==> src/rtl/wms_pkg.sv <==
`timescale 1ns / 1ps

package wms_pkg;

  // Window limits and field widths
  localparam int MAX_WINDOW  = 1024;
  localparam int SAMPLE_W    = 16;
  localparam int MEAN_W      = 16;
  localparam int STD_W       = 16;
  localparam int CNT_W       = $clog2(MAX_WINDOW + 1);
  localparam int SUM_W       = SAMPLE_W + $clog2(MAX_WINDOW);
  localparam int SQ_W        = 2 * SAMPLE_W - 1 + $clog2(MAX_WINDOW);
  localparam int SQ_LO_W     = SQ_W / 2;
  localparam int SQ_HI_W     = SQ_W - SQ_LO_W;
  localparam int NN_W        = 2 * CNT_W;
  // Both n*sumsq and sum^2 fit this width
  localparam int DIV_W       = 2 * SUM_W;
  // Radicand: the variance of 16-bit samples stays below 2^30
  localparam int RAD_W       = 32;
  localparam int QUEUE_DEPTH = 2;

  // One closed window handed from the accumulator to the back end
  typedef struct packed {
    logic signed [SUM_W-1:0] sum;
    logic [SQ_W-1:0]         sumsq;
    logic [CNT_W-1:0]        count;
  } window_t;

  typedef enum logic [3:0] {
    BK_IDLE,
    BK_MUL,
    BK_ADD,
    BK_VAR,
    BK_START_MEAN,
    BK_WAIT_MEAN,
    BK_START_VAR,
    BK_WAIT_VAR,
    BK_SQRT,
    BK_EMIT
  } back_state_e;

endpackage

==> src/rtl/wms_front.sv <==
`timescale 1ns / 1ps

module wms_front import wms_pkg::*; (
  input  logic                       clk_i,
  input  logic                       rst_ni,
  input  logic                       in_valid_i,
  output logic                       in_ready_o,
  input  logic signed [SAMPLE_W-1:0] sample_i,
  input  logic                       is_last_i,
  output logic                       push_o,
  output window_t                    push_data_o,
  input  logic                       push_ready_i
);

  logic signed [SUM_W-1:0]      sum_q, sum_d;
  logic [SQ_W-1:0]              sumsq_q, sumsq_d;
  logic [CNT_W-1:0]             count_q, count_d;
  logic signed [2*SAMPLE_W-1:0] square;
  logic                         accept;
  logic                         close;

  // Take a sample only when a closed window could be queued
  assign in_ready_o = push_ready_i;
  assign accept     = in_valid_i && push_ready_i;

  // Square and accumulate the incoming sample
  always_comb begin
    square  = sample_i * sample_i;
    sum_d   = sum_q + SUM_W'(sample_i);
    sumsq_d = sumsq_q + SQ_W'(square[2*SAMPLE_W-2:0]);
    count_d = count_q + CNT_W'(1);
  end

  // Close on the flagged sample or on a full window
  assign close = is_last_i || (count_d == CNT_W'(MAX_WINDOW));

  assign push_o            = accept && close;
  assign push_data_o.sum   = sum_d;
  assign push_data_o.sumsq = sumsq_d;
  assign push_data_o.count = count_d;

  // Advance the accumulators, clear them once a window closes
  always_ff @(posedge clk_i or negedge rst_ni) begin
    if (!rst_ni) begin
      sum_q   <= '0;
      sumsq_q <= '0;
      count_q <= '0;
    end else if (accept) begin
      if (close) begin
        sum_q   <= '0;
        sumsq_q <= '0;
        count_q <= '0;
      end else begin
        sum_q   <= sum_d;
        sumsq_q <= sumsq_d;
        count_q <= count_d;
      end
    end
  end

endmodule

==> src/rtl/wms_queue.sv <==
`timescale 1ns / 1ps

module wms_queue import wms_pkg::*; (
  input  logic    clk_i,
  input  logic    rst_ni,
  input  logic    push_i,
  input  window_t push_data_i,
  output logic    push_ready_o,
  input  logic    pop_i,
  output logic    pop_valid_o,
  output window_t pop_data_o
);

  localparam int PTR_W  = (QUEUE_DEPTH > 1) ? $clog2(QUEUE_DEPTH) : 1;
  localparam int FILL_W = $clog2(QUEUE_DEPTH + 1);

  window_t             entry_q [QUEUE_DEPTH];
  logic [PTR_W-1:0]    wr_ptr_q, rd_ptr_q;
  logic [FILL_W-1:0]   fill_q;
  logic                do_push, do_pop;

  assign push_ready_o = (fill_q != FILL_W'(QUEUE_DEPTH));
  assign pop_valid_o  = (fill_q != '0);
  assign pop_data_o   = entry_q[rd_ptr_q];
  assign do_push      = push_i && push_ready_o;
  assign do_pop       = pop_i && pop_valid_o;

  // Store a pushed window
  always_ff @(posedge clk_i) begin
    if (do_push) begin
      entry_q[wr_ptr_q] <= push_data_i;
    end
  end

  // Advance pointers and fill level
  always_ff @(posedge clk_i or negedge rst_ni) begin
    if (!rst_ni) begin
      wr_ptr_q <= '0;
      rd_ptr_q <= '0;
      fill_q   <= '0;
    end else begin
      if (do_push) begin
        wr_ptr_q <= (wr_ptr_q == PTR_W'(QUEUE_DEPTH - 1)) ? '0 : wr_ptr_q + PTR_W'(1);
      end
      if (do_pop) begin
        rd_ptr_q <= (rd_ptr_q == PTR_W'(QUEUE_DEPTH - 1)) ? '0 : rd_ptr_q + PTR_W'(1);
      end
      if (do_push && !do_pop) begin
        fill_q <= fill_q + FILL_W'(1);
      end else if (do_pop && !do_push) begin
        fill_q <= fill_q - FILL_W'(1);
      end
    end
  end

endmodule

==> src/rtl/wms_div.sv <==
`timescale 1ns / 1ps

module wms_div import wms_pkg::*; (
  input  logic             clk_i,
  input  logic             rst_ni,
  input  logic             start_i,
  input  logic [DIV_W-1:0] dividend_i,
  input  logic [NN_W-1:0]  divisor_i,
  output logic             done_o,
  output logic [DIV_W-1:0] quotient_o
);

  localparam int STEP_W = $clog2(DIV_W);

  logic [DIV_W-1:0]  quot_q;
  logic [NN_W-1:0]   rem_q;
  logic [NN_W-1:0]   div_q;
  logic [STEP_W-1:0] step_q;
  logic              busy_q;
  logic              done_q;
  logic [NN_W:0]     rem_shift;
  logic [NN_W:0]     rem_sub;
  logic              fits;

  // One restoring step: bring down the next dividend bit and try the divisor
  always_comb begin
    rem_shift = {rem_q, quot_q[DIV_W-1]};
    rem_sub   = rem_shift - {1'b0, div_q};
    fits      = (rem_shift >= {1'b0, div_q});
  end

  assign done_o     = done_q;
  assign quotient_o = quot_q;

  // Hold operands and shift in one quotient bit a cycle
  always_ff @(posedge clk_i) begin
    if (start_i) begin
      quot_q <= dividend_i;
      rem_q  <= '0;
      div_q  <= divisor_i;
    end else if (busy_q) begin
      quot_q <= {quot_q[DIV_W-2:0], fits};
      rem_q  <= fits ? rem_sub[NN_W-1:0] : rem_shift[NN_W-1:0];
    end
  end

  // Count steps and flag the last one
  always_ff @(posedge clk_i or negedge rst_ni) begin
    if (!rst_ni) begin
      busy_q <= 1'b0;
      done_q <= 1'b0;
      step_q <= '0;
    end else begin
      done_q <= 1'b0;
      if (start_i) begin
        busy_q <= 1'b1;
        step_q <= '0;
      end else if (busy_q) begin
        step_q <= step_q + STEP_W'(1);
        if (step_q == STEP_W'(DIV_W - 1)) begin
          busy_q <= 1'b0;
          done_q <= 1'b1;
        end
      end
    end
  end

endmodule

==> src/rtl/wms_back.sv <==
`timescale 1ns / 1ps

module wms_back import wms_pkg::*; (
  input  logic                     clk_i,
  input  logic                     rst_ni,
  input  logic                     pop_valid_i,
  input  window_t                  pop_data_i,
  output logic                     pop_o,
  output logic                     out_valid_o,
  input  logic                     out_ready_i,
  output logic signed [MEAN_W-1:0] mean_value_o,
  output logic [STD_W-1:0]         std_deviation_o,
  output logic [CNT_W-1:0]         sample_count_o
);

  localparam int SQRT_STEPS = RAD_W / 2;
  localparam int ITER_W     = $clog2(SQRT_STEPS);

  back_state_e        state_q, state_d;

  logic               neg_q;
  logic [SUM_W-1:0]   abs_q;
  logic [CNT_W-1:0]   cnt_q;
  logic [SQ_W-1:0]    sumsq_q;
  logic [NN_W-1:0]    nn_q;
  logic [DIV_W-1:0]   ssq_q;
  logic [DIV_W-1:0]   lo_q;
  logic [DIV_W-1:0]   hi_q;
  logic [DIV_W-1:0]   var_q;
  logic [MEAN_W-1:0]  mean_q;
  logic [RAD_W-1:0]   rad_q;
  logic [RAD_W-1:0]   root_q;
  logic [RAD_W-1:0]   bit_q;
  logic [ITER_W-1:0]  iter_q;

  logic               out_valid_q;
  logic [MEAN_W-1:0]  out_mean_q;
  logic [STD_W-1:0]   out_std_q;
  logic [CNT_W-1:0]   out_cnt_q;

  logic               div_start;
  logic [DIV_W-1:0]   div_dividend;
  logic [NN_W-1:0]    div_divisor;
  logic               div_done;
  logic [DIV_W-1:0]   div_quot;

  logic               emit;
  logic               out_free;
  logic [RAD_W-1:0]   trial;
  logic               trial_fits;

  assign out_free = !out_valid_q || out_ready_i;

  wms_div u_div (
    .clk_i      (clk_i),
    .rst_ni     (rst_ni),
    .start_i    (div_start),
    .dividend_i (div_dividend),
    .divisor_i  (div_divisor),
    .done_o     (div_done),
    .quotient_o (div_quot)
  );

  // Next state
  always_comb begin
    state_d = state_q;
    case (state_q)
      BK_IDLE:       if (pop_valid_i) state_d = BK_MUL;
      BK_MUL:        state_d = BK_ADD;
      BK_ADD:        state_d = BK_VAR;
      BK_VAR:        state_d = BK_START_MEAN;
      BK_START_MEAN: state_d = BK_WAIT_MEAN;
      BK_WAIT_MEAN:  if (div_done) state_d = BK_START_VAR;
      BK_START_VAR:  state_d = BK_WAIT_VAR;
      BK_WAIT_VAR:   if (div_done) state_d = BK_SQRT;
      BK_SQRT:       if (iter_q == ITER_W'(SQRT_STEPS - 1)) state_d = BK_EMIT;
      BK_EMIT:       if (out_free) state_d = BK_IDLE;
      default:       state_d = BK_IDLE;
    endcase
  end

  // Sequencer outputs
  always_comb begin
    pop_o        = 1'b0;
    div_start    = 1'b0;
    div_dividend = var_q;
    div_divisor  = nn_q;
    emit         = 1'b0;
    case (state_q)
      BK_IDLE:       pop_o = pop_valid_i;
      BK_START_MEAN: begin
        div_start    = 1'b1;
        div_dividend = DIV_W'(abs_q);
        div_divisor  = NN_W'(cnt_q);
      end
      BK_START_VAR:  div_start = 1'b1;
      BK_EMIT:       emit = out_free;
      default:       ;
    endcase
  end

  // One root digit: try root + bit against the radicand
  always_comb begin
    trial      = root_q + bit_q;
    trial_fits = (rad_q >= trial);
  end

  // Datapath registers
  always_ff @(posedge clk_i) begin
    case (state_q)
      BK_IDLE: begin
        neg_q   <= pop_data_i.sum[SUM_W-1];
        abs_q   <= pop_data_i.sum[SUM_W-1] ? $unsigned(-pop_data_i.sum)
                                           : $unsigned(pop_data_i.sum);
        cnt_q   <= pop_data_i.count;
        sumsq_q <= pop_data_i.sumsq;
      end
      BK_MUL: begin
        lo_q  <= DIV_W'(cnt_q * sumsq_q[SQ_LO_W-1:0]);
        hi_q  <= DIV_W'(cnt_q * sumsq_q[SQ_W-1:SQ_LO_W]);
        ssq_q <= DIV_W'(abs_q * abs_q);
        nn_q  <= NN_W'(cnt_q * cnt_q);
      end
      BK_ADD:  var_q <= lo_q + (hi_q << SQ_LO_W);
      BK_VAR:  var_q <= (var_q >= ssq_q) ? (var_q - ssq_q) : '0;
      BK_WAIT_MEAN: begin
        if (div_done) begin
          mean_q <= neg_q ? (MEAN_W'(0) - div_quot[MEAN_W-1:0]) : div_quot[MEAN_W-1:0];
        end
      end
      BK_WAIT_VAR: begin
        if (div_done) begin
          rad_q  <= div_quot[RAD_W-1:0];
          root_q <= '0;
          bit_q  <= RAD_W'(1) << (RAD_W - 2);
          iter_q <= '0;
        end
      end
      BK_SQRT: begin
        if (trial_fits) begin
          rad_q  <= rad_q - trial;
          root_q <= (root_q >> 1) + bit_q;
        end else begin
          root_q <= root_q >> 1;
        end
        bit_q  <= bit_q >> 2;
        iter_q <= iter_q + ITER_W'(1);
      end
      default: ;
    endcase
  end

  // Load the result register
  always_ff @(posedge clk_i) begin
    if (emit) begin
      out_mean_q <= mean_q;
      out_std_q  <= root_q[STD_W-1:0];
      out_cnt_q  <= cnt_q;
    end
  end

  // State and result valid
  always_ff @(posedge clk_i or negedge rst_ni) begin
    if (!rst_ni) begin
      state_q     <= BK_IDLE;
      out_valid_q <= 1'b0;
    end else begin
      state_q <= state_d;
      if (emit) begin
        out_valid_q <= 1'b1;
      end else if (out_ready_i) begin
        out_valid_q <= 1'b0;
      end
    end
  end

  assign out_valid_o     = out_valid_q;
  assign mean_value_o    = $signed(out_mean_q);
  assign std_deviation_o = out_std_q;
  assign sample_count_o  = out_cnt_q;

endmodule

==> src/rtl/window_mean_stdev.sv <==
`timescale 1ns / 1ps
// Mean and population standard deviation over windows of Q7.8 samples.
// Input channel: sample_i with is_last_i, valid/ready; one transfer a cycle while in_ready_o is high.
// A window closes on is_last_i or when it reaches MAX_WINDOW samples.
// Output channel: one result per window: mean_value_o (Q7.8, truncated
// toward zero), std_deviation_o (Q8.8, floor of root), sample_count_o.
// The accumulator takes one sample per cycle while the queue has room and
// hands each closed window to a two-entry queue. The back end works one
// window at a time: one load, a split multiply, add and subtract (4), two
// passes of the bit-serial divider (mean, then variance), and 16 root
// steps, then a load into the output register. The accumulator keeps
// taking samples while the back end works; short windows fill the queue,
// and in_ready_o drops until the back end frees an entry.
// While the receiver stalls the result holds in the output register; the
// back end waits with the next result, and the queue and then the input
// back up behind it. Reset clears the accumulators, the queue and the
// result valid; no result is pending afterwards.

module window_mean_stdev import wms_pkg::*; (
  input  logic                       clk_i,
  input  logic                       rst_ni,
  input  logic                       in_valid_i,
  output logic                       in_ready_o,
  input  logic signed [SAMPLE_W-1:0] sample_i,
  input  logic                       is_last_i,
  output logic                       out_valid_o,
  input  logic                       out_ready_i,
  output logic signed [MEAN_W-1:0]   mean_value_o,
  output logic [STD_W-1:0]           std_deviation_o,
  output logic [CNT_W-1:0]           sample_count_o
);

  logic    push;
  logic    push_ready;
  window_t push_data;
  logic    pop;
  logic    pop_valid;
  window_t pop_data;

  wms_front u_front (
    .clk_i        (clk_i),
    .rst_ni       (rst_ni),
    .in_valid_i   (in_valid_i),
    .in_ready_o   (in_ready_o),
    .sample_i     (sample_i),
    .is_last_i    (is_last_i),
    .push_o       (push),
    .push_data_o  (push_data),
    .push_ready_i (push_ready)
  );

  wms_queue u_queue (
    .clk_i        (clk_i),
    .rst_ni       (rst_ni),
    .push_i       (push),
    .push_data_i  (push_data),
    .push_ready_o (push_ready),
    .pop_i        (pop),
    .pop_valid_o  (pop_valid),
    .pop_data_o   (pop_data)
  );

  wms_back u_back (
    .clk_i           (clk_i),
    .rst_ni          (rst_ni),
    .pop_valid_i     (pop_valid),
    .pop_data_i      (pop_data),
    .pop_o           (pop),
    .out_valid_o     (out_valid_o),
    .out_ready_i     (out_ready_i),
    .mean_value_o    (mean_value_o),
    .std_deviation_o (std_deviation_o),
    .sample_count_o  (sample_count_o)
  );

endmodule

==> config.mk <==
export PLATFORM = sky130hd
export DESIGN_NAME = window_mean_stdev
export DESIGN_NICKNAME = d
export VERILOG_FILES = /design/src/rtl/wms_pkg.sv /design/src/rtl/wms_front.sv /design/src/rtl/wms_queue.sv /design/src/rtl/wms_div.sv /design/src/rtl/wms_back.sv /design/src/rtl/window_mean_stdev.sv
export SDC_FILE = /design/constraint.sdc
export NUM_CORES = 2
export LEC_CHECK = 0
export BUFFER_PORTS_ARGS = -buffer_cell sky130_fd_sc_hd__buf_2
export CAP_MARGIN = 20
export CORE_ASPECT_RATIO = 0.8
export CORE_UTILIZATION = 65
export DETAILED_ROUTE_END_ITERATION = 12
export HOLD_SLACK_MARGIN = 0.02
export PLACE_DENSITY = 0.9
export SYNTH_ARGS = -nofsm -noshare
export SYNTH_HDL_FRONTEND = slang
export SYNTH_HIERARCHICAL = 1
export SYNTH_SLANG_ARGS = --single-unit
==> constraint.sdc <==
create_clock -name clk_i -period 16.4 [get_ports clk_i]
set_clock_uncertainty 0.15 [all_clocks]
set_input_delay 0.82 -clock clk_i [delete_from_list [all_inputs] [get_ports clk_i]]
set_output_delay 0.82 -clock clk_i [all_outputs]
set_load 0.01 [all_outputs]
After elaboration in Yosys (flattened, before gate mapping)
Memory sizes are Yosys's and may differ from the RTL's.
Index checks and enable logic that the tools add are counted.
{"block": "word_totals", "mem_count": 1, "latch_bits": 0, "output_inout_bits": 45, "input_bits": 21, "ram_bits": 156, "rom_bits": 0, "elab_cells": 148, "regBits": 618}
{"name": "u_queue.entry_q", "depth": 2, "word_bits": 78, "read_ports": 1, "rd_clocked_by_memory_dff": 0, "wr": 1, "line_no": "wms_queue.sv:17", "text": "window_t entry_q [QUEUE_DEPTH];"}
{"block": "op_classes", "div": 0, "n_lt_le_gt_ge": 3, "n_mul": 5, "n_reduce_logical": 23, "bitwise": 0, "n_eq_ne": 19, "n_mux": 47, "shift": 0, "n_addsub": 17}
{"op": "$mux W52", "count": 4}
{"op": "$pmux W32 S2", "count": 3}
{"op": "$mux W32", "count": 5}
{"op": "$pmux W52 S2", "count": 1}
{"op": "$add A31 B52 Y52", "count": 1}
{"op": "$ge A52 B52 Y1", "count": 1}
{"op": "$mul A26 B26 Y52", "count": 1}
{"op": "$sub A52 B52 Y52", "count": 1}
{"op": "$add A41 B31 Y41", "count": 1}
{"op": "$mux W41", "count": 1}
{"op": "$pmux W4 S10", "count": 1}
{"op": "$add A31 B32 Y32", "count": 1}
{"op": "$add A32 B32 Y32", "count": 1}
{"op": "$ge A32 B32 Y1", "count": 1}
{"op": "$mul A11 B21 Y32", "count": 1}
{"op": "$sub A32 B32 Y32", "count": 1}
{"op": "$mul A11 B20 Y31", "count": 1}
{"op": "$mul A16 B16 Y31", "count": 1}
{"op": "$add A26 B16 Y26", "count": 1}
{"op": "$mux W26", "count": 1}
{"op": "$neg A26 Y26", "count": 1}
{"op": "$mux W25", "count": 1}
{"op": "$mux W4", "count": 6}
{"op": "$ge A23 B22 Y1", "count": 1}
{"op": "other kinds (33)", "count": 76}

Depth between registers and ports, before layout
{"block": "logic_depth", "depth_word": 9, "mapped_depth": 35, "depth_no_buf": 31}

Hierarchy
The synthesis kept the hierarchy.
{"module": "wms_back", "n_inst": 1, "area_per_inst_um2": 58954.0, "cells_each": 6115}
{"module": "wms_front", "n_inst": 1, "area_per_inst_um2": 15262.1, "cells_each": 1736}
{"module": "wms_queue", "n_inst": 1, "area_per_inst_um2": 5858.1, "cells_each": 261}
{"module": "wms_div", "n_inst": 1, "area_per_inst_um2": 5484.0, "cells_each": 474}

Worst setup path before layout
Ideal clock, no wire load.
{"block": "synth_path", "path_type": "flip-flop to flip-flop", "start": "register u_back.state_q[1]", "end": "register u_back.hi_q[0] (enable)", "period_less_slack_ns": 10.829, "t_required_ns": 15.456, "slack_ns": 5.571, "setup_time_ns": 0.794, "path_stages_with_launch": 4, "n_path_buf": 1, "t_arrival_ns": 9.884, "path_cell_list": "dfrtp_1 > clkbuf_1 > nand2b_1 > nor3_1"}
{"block": "synth_via", "elab_chain_cells": 1}
{"element": "start: declaration", "line_no": "wms_back.sv:19", "text": "back_state_e state_q, state_d;"}
{"element": "start signal: assignment", "line_no": "wms_back.sv:168", "text": "state_q <= state_d;"}
{"element": "$eq A4 B1 Y1", "line_no": "wms_back.sv:110", "text": "case (state_q)"}
{"element": "end signal: assignment", "line_no": "wms_back.sv:120", "text": "hi_q <= DIV_W'(cnt_q * sumsq_q[SQ_W-1:SQ_LO_W]);"}
{"element": "end: declaration", "line_no": "wms_back.sv:28", "text": "logic [DIV_W-1:0] hi_q;"}
Every way passes these cells.
A chain may end at the register's enable or synchronous reset.

==> impl_results.md <==
- Outcome: finished clean
- HPWL after DPL: 158 mm
- Clock root buffer master: sky130_fd_sc_hd__clkbuf_16
- Synthesized flop and latch total: 756
- Netlist area before placement: 0.0856 sq mm
- Area share of the largest cell type after synthesis: 26.6%
- Area enclosed by the die boundary: 0.133 sq mm
- Final clock period utilization by the worst path: 55.4%
- Clock tree from TritonCTS: yes
- Areal power density over the cells: 197 mW/mm^2
- Routed wire length per instance: 20.5 microns
- Global-route wire length before repair: 344 mm
- Number of max-slew violations in the final report: 0
- Path type of the worst min-delay path: reg -> reg
- Sequential cell area: 0.0220 sq mm
- Standby leakage power: 41.8 nW
- Worst-Margin Slew: 1.10 ns
- Post-cts hold buffer count: 1
- Minimum clock period after layout: 9.08 ns
- DRT iter0 DRCs: 5,989
- Worst-case clock buffer depth: 3
- Max transition margin: 26.5%
- Crit Reg-Reg Startpoint: u_back/abs_q[13]$_DFFE_PP_
- Total of cells resized after clock tree synthesis: 0
- CTS Buf Count: 80
- Post-synthesis cell type with the largest combined area: sky130_fd_sc_hd__fa_1
- Die outline width: 408 microns
- Setup Buffers After CTS: 0
- Maximum clock frequency: 110 MHz
- Number of setup violations in the final report: 0
- Filler cell count: 8,954
- H-tree lvl count: 3
- Crit. End Element: flop
- Synthesis-to-layout area growth: 5.35%
- Final critical-path setup slack: 7.32 ns
- Number of max-cap violations: 0
- Count of distinct cell types in the synthesized netlist: 107
- Final core utilization: 69.4%
- DP Worst Slack: 6.90 ns
- GRT Util Overall: 32.3%
- Number of I/O pins: 66
- Worst-path fanout max: 33
- Register clock-pin slew on the reported worst setup and hold paths: 0.06 ns
- CP peak stage delay: 0.58 ns
- Setup repair after global routing missed its margin: no
- Peak VDD IR: 1.22 mV
- Crit path max-delay cell type: sky130_fd_sc_hd__buf_2
- Post-synth ARST share: 12.6%
- Launch point of the critical path: sample_i[15]
- CTS Sinks: 756
- Vias per cell: 6.07
- DRC violation count after routing: 0
- Number of instances in the synthesized netlist: 8,586
- Total Wirelength: 211 mm
- Synthesized area divided by synthesized cell count: 9.96 sq um
- Internal reg-to-reg setup slack: 7.76 ns
- Total overflow reported by the global router: 0
- Most numerous cell types in the synthesized netlist: 1,577 x sky130_fd_sc_hd__inv_1, 1,137 x sky130_fd_sc_hd__fa_1, 953 x sky130_fd_sc_hd__nand2_1, 695 x sky130_fd_sc_hd__ha_1, 639 x sky130_fd_sc_hd__edfxtp_1
- Area occupied by multi-input gates: 0.0564 sq mm
- Antenna violations before repair: 3
- Final ANT Viol Nets: 0
- Vias: 62,425
- Largest cells by area after synthesis: sky130_fd_sc_hd__fa_1 27%, sky130_fd_sc_hd__edfxtp_1 22%, sky130_fd_sc_hd__ha_1 10%, sky130_fd_sc_hd__inv_1 6.9%, sky130_fd_sc_hd__nand2_1 4.2%
- Maximum number of pins on one net before global-route repair: 77
- Standard-cell rows: 118
- Predominant post-synthesis flop cell: sky130_fd_sc_hd__edfxtp_1
- Worst setup path endpoint: u_queue/entry_q[0][44]$_DFFE_PP_
- Setup_tns: 0 ns
- Fraction of layout cells with a size suffix above 1: 6.08%
- Number of cells traversed by the worst register-to-register path: 26
- Most common cell in the synthesized netlist: sky130_fd_sc_hd__inv_1
- Detailed-routing iteration count for the pre-antenna-repair pass: 8
- Number of enable-type register cells in the synthesized netlist: 639
- Critical path arrival: 9.38 ns
- Number of warnings issued by yosys: 6
- Clock Latency Late Sink: 0.70 ns
- Endpoints failing hold: 0
- Vias in the first global route: 66,929
- CP Class: in -> reg
- Fin Hold WS: 0.270 ns
- Die Span Y: 327 microns
- Fin nets: 10,323
- Number of nets in the synthesized netlist: 10,439
- Worst r2r dst: u_back/ssq_q[49]$_DFFE_PP_
- Required time at the endpoint of the critical path: 16.70 ns
- Post-synthesis sequential area ratio: 25.7%
- Effective utilization at floorplan: 65.9%
- Core area: 0.130 sq mm
- Number of buffer cells added on primary ports: 65
- Startpoint class of the critical path: input pin
- Final weighted congestion in routability-driven placement: 0.963
power by group:
| part | total, mW | switching, mW | internal (mW) |
|---|---|---|---|
| combinational | 12.3 | 7.63 | 4.67 |
| clock | 1.94 | 0.841 | 1.10 |
| sequential | 3.47 | 0.214 | 3.26 |
| total | 17.7 | 8.68 | 9.03 |
worst min-delay path by stage:
stage                               startpoint                                to  slack [ns]  cells after the start
floorplan           u_back/mean_q[0]$_DFFE_PP_  u_back/mean_value_o[0]$_DFFE_PP_        0.25                      0
global placement    u_back/mean_q[5]$_DFFE_PP_  u_back/mean_value_o[5]$_DFFE_PP_        0.25                      0
detailed placement  u_back/mean_q[6]$_DFFE_PP_  u_back/mean_value_o[6]$_DFFE_PP_        0.25                      0
CTS                                  is_last_i    u_front/count_q[9]$_DFFE_PN0P_        0.25                      2
global route        u_back/mean_q[1]$_DFFE_PP_  u_back/mean_value_o[1]$_DFFE_PP_        0.28                      0
finish              u_back/mean_q[6]$_DFFE_PP_  u_back/mean_value_o[6]$_DFFE_PP_        0.27                      0
worst max-delay path, delay by kind of cell:
kind	cells	cell delay (ns)
xor gates and xnor gates	3	0.38
buffers and inverters	6	1.28
adders and majority gates	8	3.50
AOI/OAI and AO/OA	10	2.18
and+or+nand+nor	5	1.19
cell families (layout without fill, tap and decap cells):
| logic type | count (synthesis) | in the layout | synth area share, % |
|---|---|---|---|
| AND/OR/NAND/NOR | 2191 | 2191 | 12.2 |
| buffers and inverters | 1908 | 1856 | 8.46 |
| adder cells (fa/ha/maj) | 1832 | 1832 | 36.8 |
| AO/OA/AOI/OAI | 1252 | 1252 | 9.64 |
| flip-flops | 756 | 756 | 25.7 |
| XOR/XNOR | 461 | 461 | 4.72 |
| multiplexers | 186 | 186 | 2.46 |
| other | 0 | 2 | 0 |
cells in the final DEF (no fill, tap or decap), types with 59 or more instances in the layout:
cell type                   instances
sky130_fd_sc_hd__edfxtp_1         639
sky130_fd_sc_hd__nor2b_1           93
sky130_fd_sc_hd__xor2_1           157
sky130_fd_sc_hd__nor2_1           309
sky130_fd_sc_hd__a21oi_1          314
sky130_fd_sc_hd__dfrtp_1           94
sky130_fd_sc_hd__o21bai_1          59
sky130_fd_sc_hd__xnor2_1          304
sky130_fd_sc_hd__mux2_2           156
sky130_fd_sc_hd__buf_2             64
sky130_fd_sc_hd__and2_1           402
sky130_fd_sc_hd__fa_1            1137
sky130_fd_sc_hd__a31oi_1           62
sky130_fd_sc_hd__o21ai_0          270
sky130_fd_sc_hd__nand2_1          951
sky130_fd_sc_hd__nand3_1           90
sky130_fd_sc_hd__inv_1           1574
sky130_fd_sc_hd__buf_4             64
sky130_fd_sc_hd__nor3_1            71
sky130_fd_sc_hd__a211oi_1          65
sky130_fd_sc_hd__ha_1             695
sky130_fd_sc_hd__clkbuf_16         81
sky130_fd_sc_hd__a21o_1           126
registers in the layout (all words and copies together), names as in the netlist, 31 cells and up:
| signal | flops |
|---|---|
| u_front/sumsq_q | 41 |
| u_back/lo_q | 31 |
| u_back/var_q | 52 |
| u_queue/entry_q | 156 |
| u_back/root_q | 32 |
| u_back/sumsq_q | 41 |
| u_back/ssq_q | 51 |
| u_back/u_div/quotient_o | 52 |
| u_back/rad_q | 32 |
| u_back/hi_q | 32 |
layer usage:
| layer | up-vias | wire length (microns) | GRT usage [%] |
|---|---|---|---|
| met5 | - | 25 | 0 |
| met4 | 4 | 8510 | 13.2 |
| met3 | 641 | 19700 | 5.89 |
| met2 | 3195 | 101000 | 53.7 |
| met1 | 30939 | 81600 | 42.2 |
| li1 | 27646 | - | - |
per-stage QoR:
step | area (sq um) | total power, mW | std cells
floorplan | 85600 | 12.5 | 8586
global placement | 87300 | 14.9 | 10125
detailed placement | 87300 | 15.4 | 10125
CTS | 90100 | 17.5 | 10272
global route | 90100 | 19.0 | 10274
finish | 90100 | 17.7 | 10276
cell type report:
class | count | share of cell area [%]
clock inverters | 49 | 0.707
flip-flops and latches | 756 | 24.4
multi-input cells | 5922 | 62.6
clock buffers | 97 | 2.36
repair buffers | 131 | 0.944
inverters | 1579 | 6.58
well taps | 1740 | 2.42
diodes | 2 | 0.00555
(Power assumes the default switching activity.)
